$ cat src/rtl/thadc_ram.sv
// Generic single-write, single-read RAM with registered read data.
`timescale 1ns / 1ps

module thadc_ram #(
    parameter int WIDTH = 48,
    parameter int DEPTH = 64
) (
    input  logic                     i_clk,
    input  logic                     i_we,
    input  logic [$clog2(DEPTH)-1:0] i_waddr,
    input  logic [WIDTH-1:0]         i_wdata,
    input  logic [$clog2(DEPTH)-1:0] i_raddr,
    output logic [WIDTH-1:0]         o_rdata
);

    logic [WIDTH-1:0] r_mem [DEPTH];
    logic [WIDTH-1:0] r_rdata;

    always_ff @(posedge i_clk) begin
        if (i_we) begin
            r_mem[i_waddr] <= i_wdata;
        end
        r_rdata <= r_mem[i_raddr];
    end

    assign o_rdata = r_rdata;

endmodule

$ cat config.mk
export PLATFORM = sky130hd
export DESIGN_NAME = thadc_ram
export DESIGN_NICKNAME = d
export VERILOG_FILES = /design/src/rtl/thadc_ram.sv
export SDC_FILE = /design/constraint.sdc
export NUM_CORES = 2
export LEC_CHECK = 0
export BUFFER_PORTS_ARGS = -buffer_cell sky130_fd_sc_hd__buf_2
export CORE_MARGIN = 2
export CORE_UTILIZATION = 44
export CTS_CLUSTER_DIAMETER = 100
export DETAILED_ROUTE_END_ITERATION = 7
export HOLD_SLACK_MARGIN = 0.03
export PLACE_DENSITY = 0.66
export SLEW_MARGIN = 30
export SYNTH_ARGS = -nofsm -noshare
export SYNTH_HDL_FRONTEND = slang
export SYNTH_SLANG_ARGS = --single-unit
$ cat constraint.sdc
create_clock -name i_clk -period 11.4 [get_ports i_clk]
set_input_delay 0.57 -clock i_clk [delete_from_list [all_inputs] [get_ports i_clk]]
set_output_delay 0.57 -clock i_clk [all_outputs]
set_load 0.02 [all_outputs]
==> metrics.txt <==
num rows 189; Via-to-Cell Ratio between 6 and 7; fraction of synthesized cell area in xor and xnor cells 0%; post-route DRC violation count 0; nets@finish about 5300; worst relative slew slack just over 30%; leakage power of the design 0.04093 uW; final-report max-slew violation count 0; DIE AREA roughly 0.27 mm2; delay of the slowest critical-path stage between 0.7 and 0.8 ns; Total Neg Setup Slack 0 ns; CP dominant cell by count sky130_fd_sc_hd__buf_4; IO Port Bufs 109; M1 wire length 117400 um; total of endpoints with negative setup slack in the final report 0; final routed wirelength across all metal layers about 310000 um; final antenna-violating net count 0; drt initial violations between 8000 and 9000; minimum clock period after layout 3.684 ns; Worst Max-Slew Pin Slew ~1.0 ns; Gate Count Post-Synth ~5000; dominant cell by count in the synthesized netlist sky130_fd_sc_hd__edfxtp_1; total CTS buffers approximately 320; die width 519.9 um; wire length on met2 150700 um; number of global-route vias before repair between 50000 and 60000; power per unit of standard cell area 180.0 mW/mm2; cells resized by post-CTS repair 0; launching element type of the critical path primary input; buffer type at the clock tree root sky130_fd_sc_hd__clkbuf_16; top cell types by occurrence after synthesis 3072 x sky130_fd_sc_hd__edfxtp_1, 754 x sky130_fd_sc_hd__mux4_2, 132 x sky130_fd_sc_hd__nor2_1; Mean Syn Cell Area approximately 24 um2; initial antenna violation count 31; worst hold path class primary input to register; CTS tree built; Reg-to-Reg Start r_mem[40][45]$_DFFE_PP_; combinational family with the most area after synthesis multiplexers; total global-route track usage between 20% and 30%; maximum buffer depth of the clock tree 4; number of enable-type register cells in the synthesized netlist ~3100; routed length on met3 32240 um; height of the die 519.9 um; part of the Yosys area used for sequential elements between 70% and 80%; starting density of the core 44.22%; detailed-routing iteration count for the pre-antenna-repair pass 5; pin count of the biggest net entering global routing 117; H-Tree Depth 5; share of final-layout standard cells stronger than drive strength 1 28.22%; Syn Nets between 5000 and 6000; basic-gate share of the synthesized area counting and, or, nand and nor cells 0.9572%; wire length per cell after detailed routing roughly 34 um; post-synth cell types 36; final hold vios 0; unrepaired setup endpoints after global routing no; vias between 50000 and 60000; main flop type after synthesis sky130_fd_sc_hd__edfxtp_1; Critical Path AT about 4.4 ns; setup slack of the worst register-to-register path about 9.4 ns; growth of design area from synthesis to finish 13.34%; Setup Crit Path Kind primary input to register; Yosys top cell area share around four fifths; Adder-Cell Fraction of Synth Area 0%; critical-path cell list buf_12 > buf_4 > buf_4 > mux4_2 > mux2i_1 > nor2_1 > a311oi_1 > a211oi_1; Req. time, crit path approximately 12 ns; synth top area cells sky130_fd_sc_hd__edfxtp_1 79%, sky130_fd_sc_hd__mux4_2 14%, sky130_fd_sc_hd__dfxtp_1 0.82%; Util after Layout between 50% and 60%; Core Region 0.2649 mm2; Syn. warnings 0; clock slew at reported path FFs about 0.06 ns; final worst path period share between 30% and 40%; multiplexer fraction of the synthesized cell area 15.15%; number of max-capacitance violations reported 0; netlist area before placement approximately 0.12 mm2; launch point of the worst path i_raddr[0]; master of the slowest instance on the critical path sky130_fd_sc_hd__buf_4; worst-path fanout max 95; worst voltage drop across the vdd grid ~180 uV; largest area contributor in the netlist sky130_fd_sc_hd__edfxtp_1; count of state elements after synthesis about 3100; post-synthesis compound-gate area fraction 3.024%; wire length of the first global-routing pass ~430000 um; total global routing overflow 0; DP Wirelength ~160000 um; I/O pins 110; top metal layer carrying routed signals met5; sink count of the clock tree between 3000 and 4000; clock latency on the worst-skew pair 0.95 ns; result of the run complete, no violations; routability cong. between 0.7 and 0.8; clk_skew approximately 0.058 ns; type of element capturing the critical path register; Peak Freq 0.2714 GHz; ys async rst share 0%; launch instance of the worst min-delay path i_wdata[43]
## flip-flops by register name (all words and copies together), names as in the netlist
name,count
o_rdata,48
r_mem,3072
## power by group
part | internal (uW) | switching [uW] | leakage [uW]
logic | 395 | 696 | 0.00805
clock network | 5850 | 4200 | 0.00485
registers | 12700 | 50.7 | 0.0280
## metal layers
| layer | track usage [%] | up-vias |
|---|---|---|
| li1 | - | 22121 |
| met1 | 30.93 | 30609 |
| met2 | 36.48 | 3232 |
| met3 | 5.296 | 589 |
| met4 | 6.788 | 18 |
| met5 | 0 | - |
## metrics by stage
stage / instances / cell area [um2] / hold slack [ns] / setup WS [ns] / total power (uW)
2_1_floorplan: 4970 / 117100 / 0.6689 / 6.545 / 13600
3_3_place_gp: 8483 / 122400 / 0.8015 / 6.700 / 14070
3_5_place_dp: 8492 / 122600 / 0.8181 / 6.699 / 14090
4_1_cts: 9037 / 132600 / 0.1136 / 7.629 / 24020
5_1_grt: 9044 / 132700 / 0.1354 / 7.507 / 24510
6_report: 9044 / 132700 / 0.1437 / 7.716 / 23890
## final timing paths
| path | cells after the start | to |
|---|---|---|
| worst max-delay path | 8 | o_rdata[33]$_DFF_P_ |
| worst min-delay path | 1 | r_mem[37][43]$_DFFE_PP_ |
| worst max register to register | 5 | o_rdata[45]$_DFF_P_ |
| worst min register to register | 4 | o_rdata[13]$_DFF_P_ |
## worst max-delay path, delay by kind of cell
family	cells	cell delay, ns
AND/OR/NAND/NOR	1	0.06
AO/OA/AOI/OAI	2	0.71
buffers and inverters	3	1.99
multiplexers	2	0.74
## cell families after synthesis
group,after synthesis
DFF,3120
and+or+nand+nor,253
buffers and inverters,282
AOI/OAI and AO/OA,486
muxes,829
## cell usage in the layout (no fill, tap or decap), types with 28 or more instances in the layout
| cell type | n |
|---|---|
| sky130_fd_sc_hd__clkinv_1 | 57 |
| sky130_fd_sc_hd__clkinv_2 | 46 |
| sky130_fd_sc_hd__edfxtp_1 | 3072 |
| sky130_fd_sc_hd__nand2_1 | 54 |
| sky130_fd_sc_hd__a22oi_1 | 72 |
| sky130_fd_sc_hd__a22o_1 | 57 |
| sky130_fd_sc_hd__o22ai_1 | 122 |
| sky130_fd_sc_hd__clkbuf_1 | 62 |
| sky130_fd_sc_hd__a221oi_1 | 83 |
| sky130_fd_sc_hd__nor2_1 | 67 |
| sky130_fd_sc_hd__a21oi_1 | 74 |
| sky130_fd_sc_hd__a211oi_1 | 32 |
| sky130_fd_sc_hd__buf_4 | 180 |
| sky130_fd_sc_hd__nor2_4 | 64 |
| sky130_fd_sc_hd__mux2i_1 | 63 |
| sky130_fd_sc_hd__mux4_2 | 754 |
| sky130_fd_sc_hd__o221ai_1 | 28 |
| sky130_fd_sc_hd__dfxtp_1 | 48 |
| sky130_fd_sc_hd__clkbuf_16 | 323 |
| sky130_fd_sc_hd__buf_2 | 60 |
## cell type report
cell class	count	area (um2)
Clock inverter	147	1411
Tap cell	3533	4420
Antenna cell	4	10.01
Multi-Input combinational cell	1568	22950
Sequential cell	3120	93210
Clock buffer	398	8494
Timing Repair Buffer	274	2251
Fill cell	20630	132100
## what timing repair did
| action | CTS | global route |
|---|---|---|
| setup buffers | 0 | 0 |
| hold endpoints to repair | 0 | 15 |
| hold buffers | 0 | 1 |
No activity file was read; power rests on OpenSTA's default activity.
