$ cat src/rtl/thadc_pkg.sv
// Shared constants and types for the thermistor ADC-to-temperature converter.
`timescale 1ns / 1ps

package thadc_pkg;

    // Field widths
    localparam int RES_W  = 32;   // resistance, unsigned Q16.16
    localparam int TEMP_W = 16;   // temperature, signed Q8.8
    localparam int ADC_W  = 10;   // raw converter reading
    localparam int IDX_W  = 6;    // load row index

    // Configuration port
    localparam int CFG_IDX_W  = 2;
    localparam int CFG_DATA_W = 16;
    localparam int CNT_REG_W  = 7;
    localparam int PREC_W     = 16;
    localparam logic [CFG_IDX_W-1:0] CFG_ENTRY_COUNT = 2'd0;
    localparam logic [CFG_IDX_W-1:0] CFG_MATCH_PREC  = 2'd1;
    localparam logic [CNT_REG_W-1:0] ENTRY_COUNT_RST = 7'd64;
    localparam logic [PREC_W-1:0]    MATCH_PREC_RST  = 16'd7;

    // Operation codes carried on the input tuser bit
    localparam logic OP_LOAD    = 1'b0;
    localparam logic OP_CONVERT = 1'b1;

    // Table depth default
    localparam int DEF_TABLE_DEPTH = 64;

    // Resistance conversion: R = 3600*adc*2^16 / (33759 - 36*adc)
    localparam int ADC_GAIN  = 3600;
    localparam int DIV_BASE  = 33759;
    localparam int DIV_SLOPE = 36;
    localparam int ADC_LIMIT = 938;   // first sample with a divisor of zero or less
    localparam int FRAC_W    = 16;
    localparam int PRD_W     = 22;    // holds 3600 * 937
    localparam int DVD_W     = PRD_W + FRAC_W;
    localparam int DVS_W     = 16;

    typedef struct packed {
        logic             start;
        logic [DVD_W-1:0] dividend;
        logic [DVS_W-1:0] divisor;
    } t_div_req;

endpackage

$ cat src/rtl/thadc_div.sv
// Bit-serial restoring divider with a 32-bit saturated quotient.
`timescale 1ns / 1ps

module thadc_div (
    input  logic                                i_clk,
    input  logic                                i_rst_n,
    input  thadc_pkg::t_div_req                 i_req,
    output logic                                o_done,
    output logic [thadc_pkg::RES_W-1:0]         o_quotient
);

    localparam int DW  = thadc_pkg::DVD_W;
    localparam int SW  = thadc_pkg::DVS_W;
    localparam int RW  = thadc_pkg::RES_W;
    localparam int CTW = $clog2(DW);

    logic [DW-1:0]  r_dq;     // dividend shifts out at the top, quotient shifts in below
    logic [SW-1:0]  r_rem;
    logic [SW-1:0]  r_dvs;
    logic [CTW-1:0] r_cnt;
    logic           r_busy;
    logic           r_done;

    logic [SW:0]    n_trial;
    logic           n_ge;
    logic [SW-1:0]  n_rem;

    always_comb begin
        n_trial = {r_rem, r_dq[DW-1]};
        n_ge    = (n_trial >= {1'b0, r_dvs});
        n_rem   = n_ge ? SW'(n_trial - {1'b0, r_dvs}) : n_trial[SW-1:0];
    end

    always_ff @(posedge i_clk) begin
        if (!i_rst_n) begin
            r_busy <= 1'b0;
            r_done <= 1'b0;
            r_cnt  <= '0;
        end else begin
            r_done <= 1'b0;
            if (i_req.start) begin
                r_dq   <= i_req.dividend;
                r_dvs  <= i_req.divisor;
                r_rem  <= '0;
                r_cnt  <= CTW'(DW - 1);
                r_busy <= 1'b1;
            end else if (r_busy) begin
                r_dq  <= {r_dq[DW-2:0], n_ge};
                r_rem <= n_rem;
                if (r_cnt == '0) begin
                    r_busy <= 1'b0;
                    r_done <= 1'b1;
                end else begin
                    r_cnt <= r_cnt - 1'b1;
                end
            end
        end
    end

    // Clamp quotients that need more than 32 bits
    assign o_quotient = (|r_dq[DW-1:RW]) ? {RW{1'b1}} : r_dq[RW-1:0];
    assign o_done     = r_done;

endmodule

$ cat config.mk
export PLATFORM = sky130hd
export DESIGN_NAME = thadc_div
export DESIGN_NICKNAME = d
export VERILOG_FILES = /design/src/rtl/thadc_pkg.sv /design/src/rtl/thadc_div.sv
export SDC_FILE = /design/constraint.sdc
export NUM_CORES = 1
export LEC_CHECK = 0
export BUFFER_PORTS_ARGS = -buffer_cell sky130_fd_sc_hd__buf_2
export CAP_MARGIN = 20
export CORE_MARGIN = 5
export CORE_UTILIZATION = 42
export CTS_CLUSTER_SIZE = 20
export DETAILED_ROUTE_END_ITERATION = 12
export PLACE_DENSITY = 0.62
export SKIP_LAST_GASP = 1
export SLEW_MARGIN = 5
export SYNTH_ARGS = -nofsm -noshare
export SYNTH_HDL_FRONTEND = slang
export SYNTH_SLANG_ARGS = --single-unit
$ cat constraint.sdc
create_clock -name i_clk -period 7.9 [get_ports i_clk]
set_clock_uncertainty 0.15 [all_clocks]
set_input_delay 0 -clock i_clk [delete_from_list [all_inputs] [get_ports i_clk]]
set_output_delay 0 -clock i_clk [all_outputs]
set_load 0.005 [all_outputs]
==> run metrics, run 1 <==
outcome=finished, final reports clean; worst setup margin=~4500 ps; Cells after Synth=around 370; first-pass GRT wire length=16600 um; PD cells=~190 mW/mm^2; fraction of layout cells with a size suffix above 1=between 30 and 40%; Reg clk slew, reported paths=around 80 ps; number of global-route vias before repair=approximately 3.4k; Net Count, Synth=~450; Wirelength per Cell=between 15 and 20 um; critical path's top delay family=compound AO/OA/AOI/OAI gates; multi-input combinational cell area=slightly below 0.002 mm^2; post-layout min period=~3400 ps; final-layout fill cell count=880; post-synthesis xor/xnor area fraction=2.21%; Vias/cell=approximately 5.2; Peak VDD IR=around 0.14 mV; Total Power=around 0.0011 W; register-to-register setup slack=approximately 4500 ps; sequential share of the synthesized area=approximately 52%; Final Hold Vio Count=0; die span in y=112 um; GP Congestion=approximately 0.9; Synth Area in Compound Gates=approximately 14%; CP max stage delay=between 700 and 800 ps; final net count=590; top-area cell type share of the netlist area=48.2%; CP required=about 8000 ps; crit path from=r_rem[3]; CTS Buf Count=9; Final TNS setup=0 ps; Syn. warnings=0; Worst-Margin Slew=977 ps; total wire length=around 10000 um; die area=0.0125 mm^2; input/output buffers=89; core area=0.0102 mm^2; vias=roughly 3.4k; final setup fails=0; Pre-antenna DRT Iters=4; Setup WS pre-CTS=between 4000 and 5000 ps; worst skew pair latency=about 370 ps; CP Max Fanout=11; DP Area=0.00492 mm^2; CTS tree=done; largest family of logic cells by synthesized area=compound AO/OA/AOI/OAI gates; Post-Synth Adder-Cell Area=under 10%; Boundary Pins=90; # Max-Cap Violations=0; Area growth syn-to-layout=30.3%; post-synthesis mux area share=roughly 10%; Hold Path Stages=2; drt first-iter violations=approximately 180; Final Slew Violations=0; CP startpoint kind=flop; critical path, cell by cell=ha_1 -> a21o_1 -> a31oi_1 -> a211oi_2 -> o21ai_1 -> nand2_1 -> mux2_2; Post-synth ARST share=0%; EDFF count, synth=70; final hold slack=~200 ps; Synth area leaders=edfxtp_1 (48%), mux2_2 (10%), ha_1 (5.2%), or2_2 (4.7%), dfxtp_1 (3.7%); Design Area, Final=between 0.005 and 0.006 mm^2; hold wc startpoint=i_req[11]; H-tree depth=3; Crit-path slowest cell=o21ai_1; Detail Route Antenna Nets=0; Worst setup EP type=flop; post-CTS resize count=0; Rel. slew slack=about a third; reg-to-reg startpoint=r_rem[3]; P_leak=2.19 nW; post-CTS setup repair buffer count=0; Setup CP Type=reg -> reg; clk buf depth=2; syn avg cell area=11.7 um^2; CP bufs+invs=0; Detailed Place HPWL=approximately 6700 um; Top FF cell, synth=edfxtp_1; Final Cycle Share=between 40 and 50%; DRC Markers=0; # diodes=0; FP Rows=37; WHS Endpoint=r_dvs[11]; Chip Width=around 110 um; largest area contributor in the netlist=edfxtp_1; GRT overflow=0; total track usage=16.5%; Worst Path Arrival=about 3400 ps; worst r2r path cells=7; register bit total from synthesis=78; Clock Sink Count=between 70 and 80; r2r endpoint=r_dq[0]; RSZ-0062 raised after global routing=no; synthesized area=about 0.0044 mm^2; Initial Util=between 40% and 50%; Seq. cell area=~0.0023 mm^2; Hold Crit Class=in -> reg; pin count of the biggest net entering global routing=between 50 and 60; initial antenna violation count=0; Netlist cell types=55; Root Driver=clkbuf_8; Simple-Gate Fraction of Synth Area=12.6%; fmax=just under 300 MHz
==> layout by cell type, fill, tap and decap left out, types with 3 or more instances in the layout <==
| cell type | n |
|---|---|
| buf_2 | 89 |
| edfxtp_1 | 70 |
| dlygate4sd3_1 | 55 |
| mux2_2 | 39 |
| or2_2 | 33 |
| inv_1 | 22 |
| a21oi_1 | 20 |
| ha_1 | 18 |
| o21ai_0 | 16 |
| nor2_1 | 15 |
| nand3_1 | 13 |
| nand2_1 | 13 |
| clkbuf_8 | 9 |
| dfxtp_1 | 8 |
| o21a_1 | 7 |
| nor3_1 | 7 |
| a211oi_1 | 6 |
| o211ai_1 | 6 |
| xor2_1 | 6 |
| a21o_1 | 5 |
| xnor2_1 | 5 |
| a31oi_1 | 4 |
| and3_1 | 3 |
==> routing by layer <==
metal | vias to the layer above | routed length, um | global-route usage (%)
li1 | 1671 | - | -
met1 | 1606 | 4610 | 20.8
met2 | 84 | 4870 | 26.3
met3 | 19 | 652 | 6.41
met4 | 0 | 165 | 5.11
met5 | - | 0 | 0
==> Yosys cell counts, types with 3 or more instances <==
cell type,number
edfxtp_1,70
mux2_2,39
or2_2,33
inv_1,22
a21oi_1,20
ha_1,18
o21ai_0,16
nor2_1,15
nand2_1,13
nand3_1,13
clkbuf_1,10
dfxtp_1,8
o21a_1,8
nor3_1,7
a211oi_1,6
o211ai_1,6
xor2_1,6
a21o_1,5
xnor2_1,5
a31oi_1,4
and3_1,3
==> registers in the layout, summed over array words and instances, names as in the netlist <==
register,count
o_done,1
r_busy,1
r_cnt,6
r_dq,38
r_dvs,16
r_rem,16
==> worst max path at each step <==
stage	endpoint	slack, ps	cells past startpoint
finish	r_dq[0]	4500	7
global route	r_dq[0]	4290	7
CTS	r_dq[0]	4470	7
detailed placement	r_dq[0]	4500	7
global placement	r_dq[0]	4650	7
floorplan	r_rem[14]	5340	9
==> power by group <==
part / leakage [nW] / total, W / switching (W) / internal [W]
logic: 1.35 / 0.000228 / 0.000119 / 0.000109
clock network: 0.107 / 0.000332 / 0.000156 / 0.000176
registers: 0.734 / 0.000503 / 0.0000145 / 0.000489
==> stage by stage <==
stage / std cells / util (%)
global placement: 584 / 48.1
global route: 654 / 55.5
detailed placement: 584 / 48.1
floorplan: 372 / -
finish: 654 / 55.5
CTS: 654 / 55.5
==> cells by family after synthesis <==
logic type	count (synthesis)
AND/OR/NAND/NOR	101
flip-flops	78
multiplexers	40
XOR/XNOR	11
AO/OA/AOI/OAI	85
adder cells (fa/ha/maj)	19
buffers and inverters	38
==> cell type report <==
cell class	instances	share of cell area, %
clock buffer	9	2.18
clock inverter	6	1.52
inverter	23	1.52
multi-input combinational	256	34.1
sequential	78	39.8
tap	136	3.00
timing repair buffer	146	17.8
==> what timing repair did <==
item | CTS | global route
hold buffers | 55 | 0
setup endpoints to repair | 0 | 0
hold endpoints to repair | 62 | 0
Power figures use the tool's default switching activity.
==> run 2, diff against run 1 <==
--- a/config.mk
+++ b/config.mk
@@ -11,7 +11,7 @@
 export CORE_UTILIZATION = 42
 export CTS_CLUSTER_SIZE = 20
 export DETAILED_ROUTE_END_ITERATION = 12
-export PLACE_DENSITY = 0.62
+export PLACE_DENSITY = 0.64
 export SKIP_LAST_GASP = 1
 export SLEW_MARGIN = 5
 export SYNTH_ARGS = -nofsm -noshare
==> constraint.sdc (replaced) <==
create_clock -name i_clk -period 2.9 [get_ports i_clk]
set_clock_uncertainty 0.15 [all_clocks]
set_input_delay 0 -clock i_clk [delete_from_list [all_inputs] [get_ports i_clk]]
set_output_delay 0 -clock i_clk [all_outputs]
set_load 0.005 [all_outputs]
==> run 2 against run 1 <==
  * First-iteration DRC count down 35%
  * Register-to-register slack worse by 4300 ps
  * Largest cell class unchanged
  * Setup slack worse by 4300 ps
  * Via count up 1.1%
  * Critical endpoint is now r_rem[14]
  * Global-route usage up 0.088 points
  * Non-clock buffer count up 10
  * Final cell count up 1.7%
  * Utilization up 0.93 points
  * Sequential share of layout area down 0.66 points
  * Die area unchanged
  * Fmax up 25%
  * Clock power rose to 2.7 times the previous value
==> run metrics, run 2 (same netlist as run 1, synthesis figures left out) <==
outcome=finished, final reports clean (unchanged); Chip Width=112 um (unchanged); Pre-antenna DRT Iters=4 (unchanged); die area=0.0125 mm^2 (unchanged); Final Cycle Share=93.8% (was 43.1%); total track usage=16.6% (was 16.5%); worst r2r path cells=9 (was 7); critical path's top delay family=compound AO/OA/AOI/OAI gates (unchanged); Clock Sink Count=78 (unchanged); sw frac=26.5% (was 27.2%); Seq. cell area=0.00226 mm^2 (unchanged); H-tree depth=3 (unchanged); final-layout fill cell count=867 (was 880); pin count of the biggest net entering global routing=50 (was 55); Hold Path Stages=2 (unchanged); final hold slack=204 ps (was 199 ps); RSZ-0062 raised after global routing=no (unchanged); Placed Cells=592 (was 584); post-CTS setup repair buffer count=0 (unchanged); most common cell after layout, fill and taps aside=buf_2 (unchanged); CTS Buf Count=9 (unchanged); final cell count without fillers=665 (was 654); Worst Path Arrival=2760 ps (was 3370 ps); GRT overflow=0 (unchanged); number of global-route vias before repair=3601 (was 3352); post-CTS resize count=0 (unchanged); CP startpoint kind=flop (unchanged); Boundary Pins=90 (unchanged); initial antenna violation count=0 (unchanged); WHS Endpoint=r_dvs[4] (was r_dvs[11]); Worst-Margin Slew=839 ps (was 977 ps); final net count=600 (was 590); critical path, cell by cell=inv_1 -> ha_1 -> fa_1 -> and2b_1 -> o211ai_1 -> a211oi_1 -> o2111ai_1 -> mux2_2 -> a311oi_2 (was ha_1 -> a21o_1 -> a31oi_1 -> a211oi_2 -> o21ai_1 -> nand2_1 -> mux2_2); DRC Markers=0 (unchanged); Final Hold Vio Count=0 (unchanged); worst skew pair latency=350 ps (was 370 ps); final setup fails=0 (unchanged); Peak VDD IR=0.244 mV (was 0.141 mV); Rel. slew slack=44.0% (was 34.6%); GRT Max-Usage Layer=met2 (unchanged); hold wc startpoint=i_req[4] (was i_req[11]); reg-to-reg startpoint=r_dq[37] (was r_rem[3]); CP max stage delay=400 ps (was 710 ps); largest registers=r_dq (38), r_dvs (16), r_rem (16) (unchanged); first-pass GRT wire length=17200 um (was 16600 um); CP required=2930 ps (was 7870 ps); clock network power share=30.5% (was 31.2%); GP Congestion=0.868 (was 0.887); Setup CP Type=reg -> reg (unchanged); Sequential Power Share=47.4% (was 47.3%); vias=3417 (was 3380); total wire length=10100 um (was 10300 um); die span in y=112 um (unchanged); Initial Util=42.6% (unchanged); # Max-Cap Violations=0 (unchanged); Final TNS setup=0 ps (unchanged); Root Driver=clkbuf_8 (unchanged); register-to-register setup slack=180 ps (was 4500 ps); Detailed Place HPWL=6860 um (was 6680 um); max reg flops=38 (unchanged); P_sw=0.000769 W (was 0.000289 W); Most flops, register=r_dq (unchanged); clk buf depth=2 (unchanged); Detail Route Antenna Nets=0 (unchanged); input/output buffers=89 (unchanged); drt first-iter violations=114 (was 175); final core utilization=56.4% (was 55.5%); Reg clk slew, reported paths=80 ps (about the same); # diodes=0 (unchanged); fraction of layout cells with a size suffix above 1=36.3% (was 35.5%); Comb pwr share=22.1% (was 21.4%); FP Rows=37 (unchanged); fmax=367 MHz (was 294 MHz); CP Max Fanout=3 (was 11); Final Slew Violations=0 (unchanged); multi-input combinational cell area=0.00194 mm^2 (unchanged); GRT met2 Usage=26.6% (was 26.3%); met1 Track Usage GR=21.3% (was 20.8%); Worst setup EP type=flop (unchanged); core area=0.0102 mm^2 (unchanged); CTS tree=done (unchanged); Crit-path slowest cell=fa_1 (was o21ai_1); commonest non-fill, non-tap cells in the layout=buf_2 (89), edfxtp_1 (70), dlygate4sd3_1 (57), mux2_2 (39), or2_2 (33) (was buf_2 (89), edfxtp_1 (70), dlygate4sd3_1 (55), mux2_2 (39), or2_2 (33)); Int Power=0.00213 W (was 0.000774 W); Wirelength per Cell=15.2 um (was 15.7 um); Area growth syn-to-layout=32.5% (was 30.3%); PD cells=502 mW/mm^2 (was 187 mW/mm^2); Total Power=0.00290 W (was 0.00106 W); CP bufs+invs=1 (was 0); Vias/cell=5.14 (was 5.17); post-layout min period=2720 ps (was 3400 ps); Hold Crit Class=in -> reg (unchanged); GR Util met3=4.35% (was 6.41%); P_leak=2.24 nW (was 2.19 nW); r2r endpoint=r_rem[14] (was r_dq[0])
==> run 2: worst register-to-register path: cells and delay by family (launching register included) <==
| kind | cells | cell delay [ps] |
|---|---|---|
| AOI/OAI and AO/OA | 4 | 790 |
| adders and majority gates | 2 | 610 |
| DFF | 1 | 370 |
| muxes | 1 | 320 |
| and+or+nand+nor | 1 | 250 |
| buffers and inverters | 1 | 50 |
==> run 2: worst max path at each step <==
stage / startpoint / to / slack (ps) / cells after the start
detailed placement: r_dq[37] / r_rem[14] / 190 / 9
global placement: r_dq[37] / r_rem[14] / 270 / 9
floorplan: r_dq[37] / r_rem[14] / 340 / 9
finish: r_dq[37] / r_rem[14] / 180 / 9
global route: r_dq[37] / r_rem[14] / 30 / 9
CTS: r_dq[37] / r_rem[14] / 170 / 9
==> run 2: repair_timing <==
item,CTS,global route
endpoints found under the setup margin,0,0
hold buffers,57,0
endpoints found under the hold margin,62,0
==> run 2: cell type report <==
cell class                      instances  area share [%]
Multi-Input combinational cell        256            33.6
Clock buffer                            9            2.15
Clock inverter                          7            1.54
Inverter                               23            1.50
Sequential cell                        78            39.2
Tap cell                              136            2.95
Timing Repair Buffer                  156            19.1
==> run 2: power groups by stage <==
stage / combinational, W / clock [W] / sequential, W
after global placement: 0.000573 / 0 / 0.00140
after CTS: 0.000641 / 0.000915 / 0.00137
after detailed placement: 0.000578 / 0 / 0.00140
final: 0.000641 / 0.000884 / 0.00137
after floorplan: 0.000428 / 0 / 0.00138
after global routing: 0.000717 / 0.000954 / 0.00138
==> run 2: stage by stage <==
| stage | instance area [um^2] | setup WS [ps] |
|---|---|---|
| 2_1_floorplan | 4360 | 336 |
| 3_3_place_gp | 4990 | 266 |
| 3_5_place_dp | 4990 | 192 |
| 4_1_cts | 5770 | 171 |
| 5_1_grt | 5770 | 31.0 |
| 6_report | 5770 | 179 |
==> run 2: metal layers <==
layer	part of all wire [%]	vias up
met2	46	100
met4	2.5	0
li1	-	1682
met3	6.3	18
met5	0	-
met1	45	1617
==> run 3, diff against run 2 <==
--- a/config.mk
+++ b/config.mk
@@ -7,11 +7,10 @@
 export LEC_CHECK = 0
 export BUFFER_PORTS_ARGS = -buffer_cell sky130_fd_sc_hd__buf_2
 export CAP_MARGIN = 20
-export CORE_MARGIN = 5
 export CORE_UTILIZATION = 42
 export CTS_CLUSTER_SIZE = 20
 export DETAILED_ROUTE_END_ITERATION = 12
-export PLACE_DENSITY = 0.64
+export PLACE_DENSITY = 0.62
 export SKIP_LAST_GASP = 1
 export SLEW_MARGIN = 5
 export SYNTH_ARGS = -nofsm -noshare
==> constraint.sdc (replaced) <==
create_clock -name i_clk -period 2.55 [get_ports i_clk]
set_clock_uncertainty 0.15 [all_clocks]
set_input_delay 0 -clock i_clk [delete_from_list [all_inputs] [get_ports i_clk]]
set_output_delay 0 -clock i_clk [all_outputs]
set_load 0.005 [all_outputs]
==> run 3 against run 2 <==
  * The run now ends with setup timing left
  * Fmax rose by 6.1%
  * First-iteration DRC count rose by 24%
  * Clock-buffer cell count did not move
  * Combinational power rose by 29%
  * Cell area rose by 4.0%
  * Flip-flop and latch count did not move
  * Utilization rose by 4.2 points
  * Via count rose by 2.9%
  * Final cell count rose by 2.7%
  * Global-route usage rose by 4.3 points
  * Critical path type unchanged
==> run metrics, run 3 (same netlist as run 1, synthesis figures left out) <==
most common cell after layout, fill and taps aside=buf_2 (unchanged); first-pass GRT wire length=17700 um (was 17200 um); Wirelength per Cell=15.4 um (was 15.2 um); Clock Sink Count=78 (unchanged); Peak VDD IR=0.425 mV (was 0.244 mV); Seq. cell area=0.00226 mm^2 (unchanged); clk buf depth=2 (unchanged); Most flops, register=r_dq (unchanged); GRT overflow=0 (unchanged); Root Driver=clkbuf_8 (unchanged); initial antenna violation count=0 (unchanged); RSZ-0062 raised after global routing=yes (was no); Crit-path slowest cell=edfxtp_1 (was fa_1); Worst Path Arrival=2620 ps (was 2760 ps); Detail Route Antenna Nets=0 (unchanged); FP Rows=36 (was 37); CP max stage delay=420 ps (was 400 ps); Rel. slew slack=63.6% (was 44.0%); CP required=2610 ps (was 2930 ps); CP Max Fanout=2 (was 3); worst setup margin=-14.4 ps (was 179 ps); GP Congestion=0.865 (was 0.868); H-tree depth=3 (unchanged); max reg flops=38 (unchanged); Setup CP Type=reg -> reg (unchanged); final hold slack=175 ps (was 204 ps); PD cells=563 mW/mm^2 (was 502 mW/mm^2); P_leak=2.35 nW (was 2.24 nW); post-layout min period=2560 ps (was 2720 ps); final net count=621 (was 600); final-layout fill cell count=813 (was 867); largest registers=r_dq (38), r_dvs (16), r_rem (16) (unchanged); die span in y=104 um (was 112 um); Final Slew Violations=0 (unchanged); pin count of the biggest net entering global routing=45 (was 50); die area=0.0108 mm^2 (was 0.0125 mm^2); Final Cycle Share=101% (was 93.8%); Worst setup EP type=flop (unchanged); CP bufs+invs=0 (was 1); final cell count without fillers=683 (was 665); Final Hold Vio Count=0 (unchanged); Area growth syn-to-layout=37.8% (was 32.5%); Reg clk slew, reported paths=90 ps (was 80 ps); Boundary Pins=90 (unchanged); CP startpoint kind=flop (unchanged); final setup fails=1 (was 0); number of global-route vias before repair=3663 (was 3601); # Max-Cap Violations=0 (unchanged); critical path's top delay family=compound AO/OA/AOI/OAI gates (unchanged); outcome=complete, but fails checks (was finished, final reports clean); failing checks=setup timing; input/output buffers=89 (unchanged); vias=3515 (was 3417); DRC Markers=0 (unchanged); Hold Crit Class=in -> reg (unchanged); critical path, cell by cell=ha_4 -> fa_2 -> and2b_1 -> o211ai_1 -> a211oi_2 -> o2111ai_1 -> mux2_2 -> a311oi_2 (was inv_1 -> ha_1 -> fa_1 -> and2b_1 -> o211ai_1 -> a211oi_1 -> o2111ai_1 -> mux2_2 -> a311oi_2); Detailed Place HPWL=6830 um (was 6860 um); core area=0.00991 mm^2 (was 0.0102 mm^2); commonest non-fill, non-tap cells in the layout=buf_2 (89), edfxtp_1 (70), dlygate4sd3_1 (57), mux2_2 (39), or2_2 (33) (unchanged); fraction of layout cells with a size suffix above 1=40.9% (was 36.3%); total track usage=20.9% (was 16.6%); Vias/cell=5.15 (was 5.14); CTS tree=done (unchanged); Initial Util=44.0% (was 42.6%); Total Power=0.00338 W (was 0.00290 W); Pre-antenna DRT Iters=5 (was 4); multi-input combinational cell area=0.00201 mm^2 (was 0.00194 mm^2); Worst-Margin Slew=545 ps (was 839 ps); fmax=390 MHz (was 367 MHz); drt first-iter violations=141 (was 114); worst skew pair latency=380 ps (was 350 ps); CTS Buf Count=9 (unchanged); total wire length=10500 um (was 10100 um); Chip Width=104 um (was 112 um); Placed Cells=605 (was 592); # diodes=0 (unchanged)
-- run 3: changes by cell type in the layout (fill, tap and decap cells not counted), moves of 2 or more --
| cell | change |
|---|---|
| a211oi_1 | -2 |
| clkinv_1 | -2 |
| ha_4 | +2 |
| o21ai_1 | +2 |
| buf_4 | +19 |
| o21ai_0 | -2 |
| a211oi_2 | +2 |
| ha_1 | -3 |
| inv_6 | +2 |
-- run 3: stage by stage --
stage / cell area, um^2 / utilization, % / setup WS (ps) / setup TNS (ps)
floorplan: 4360 / - / 62.4 / 0
global placement: 5120 / 51.7 / -17.5 / -34.6
detailed placement: 5120 / 51.7 / -100 / -184
CTS: 5920 / 59.8 / -48.2 / -74.4
global route: 6000 / 60.6 / -118 / -410
finish: 6000 / 60.6 / -14.4 / -14.4
-- run 3: repair_timing --
action,4_1_cts,5_1_grt
hold endpoints to repair,66,0
setup buffers,2,3
resized for setup,3,12
pin swaps,7,9
setup endpoints to repair,5,17
hold buffers,57,0
-- run 3: cell type report --
type / count / share of cell area (%)
Sequential cell: 78 / 37.7
Multi-Input combinational cell: 256 / 33.4
Timing Repair Buffer: 177 / 21.3
Tap cell: 133 / 2.77
Clock buffer: 9 / 2.06
Inverter: 23 / 1.44
Clock inverter: 7 / 1.33
-- run 3: worst register-to-register path, stage by stage, from the launching register on --
cell	delay, ps
edfxtp_1	420
ha_4	180
fa_2	330
and2b_1	220
o211ai_1	110
a211oi_2	270
o2111ai_1	150
mux2_2	300
a311oi_2	250
-- run 3: path summary, 6_finish.rpt --
path / start / to / slack [ps] / depth (start not counted)
min reg2reg: r_cnt[4] / r_cnt[4] / 370 / 2
max reg2reg: r_dvs[0] / r_rem[14] / -10 / 8
max: r_dvs[0] / r_rem[14] / -10 / 8
min: i_req[12] / r_dvs[12] / 170 / 2
-- run 3: metal layers --
| layer | routed length [um] | global-route usage (%) |
|---|---|---|
| met4 | 198 | 7.96 |
| met5 | 0 | 0 |
| met2 | 5290 | 35.8 |
| met1 | 4410 | 24.2 |
| met3 | 632 | 7.08 |
-- run 3: power breakdown --
part	internal [W]	total [W]	switching, W
clock network	0.000465	0.000992	0.000526
logic	0.000426	0.000824	0.000399
registers	0.00151	0.00157	0.0000511
total	0.00241	0.00338	0.000976
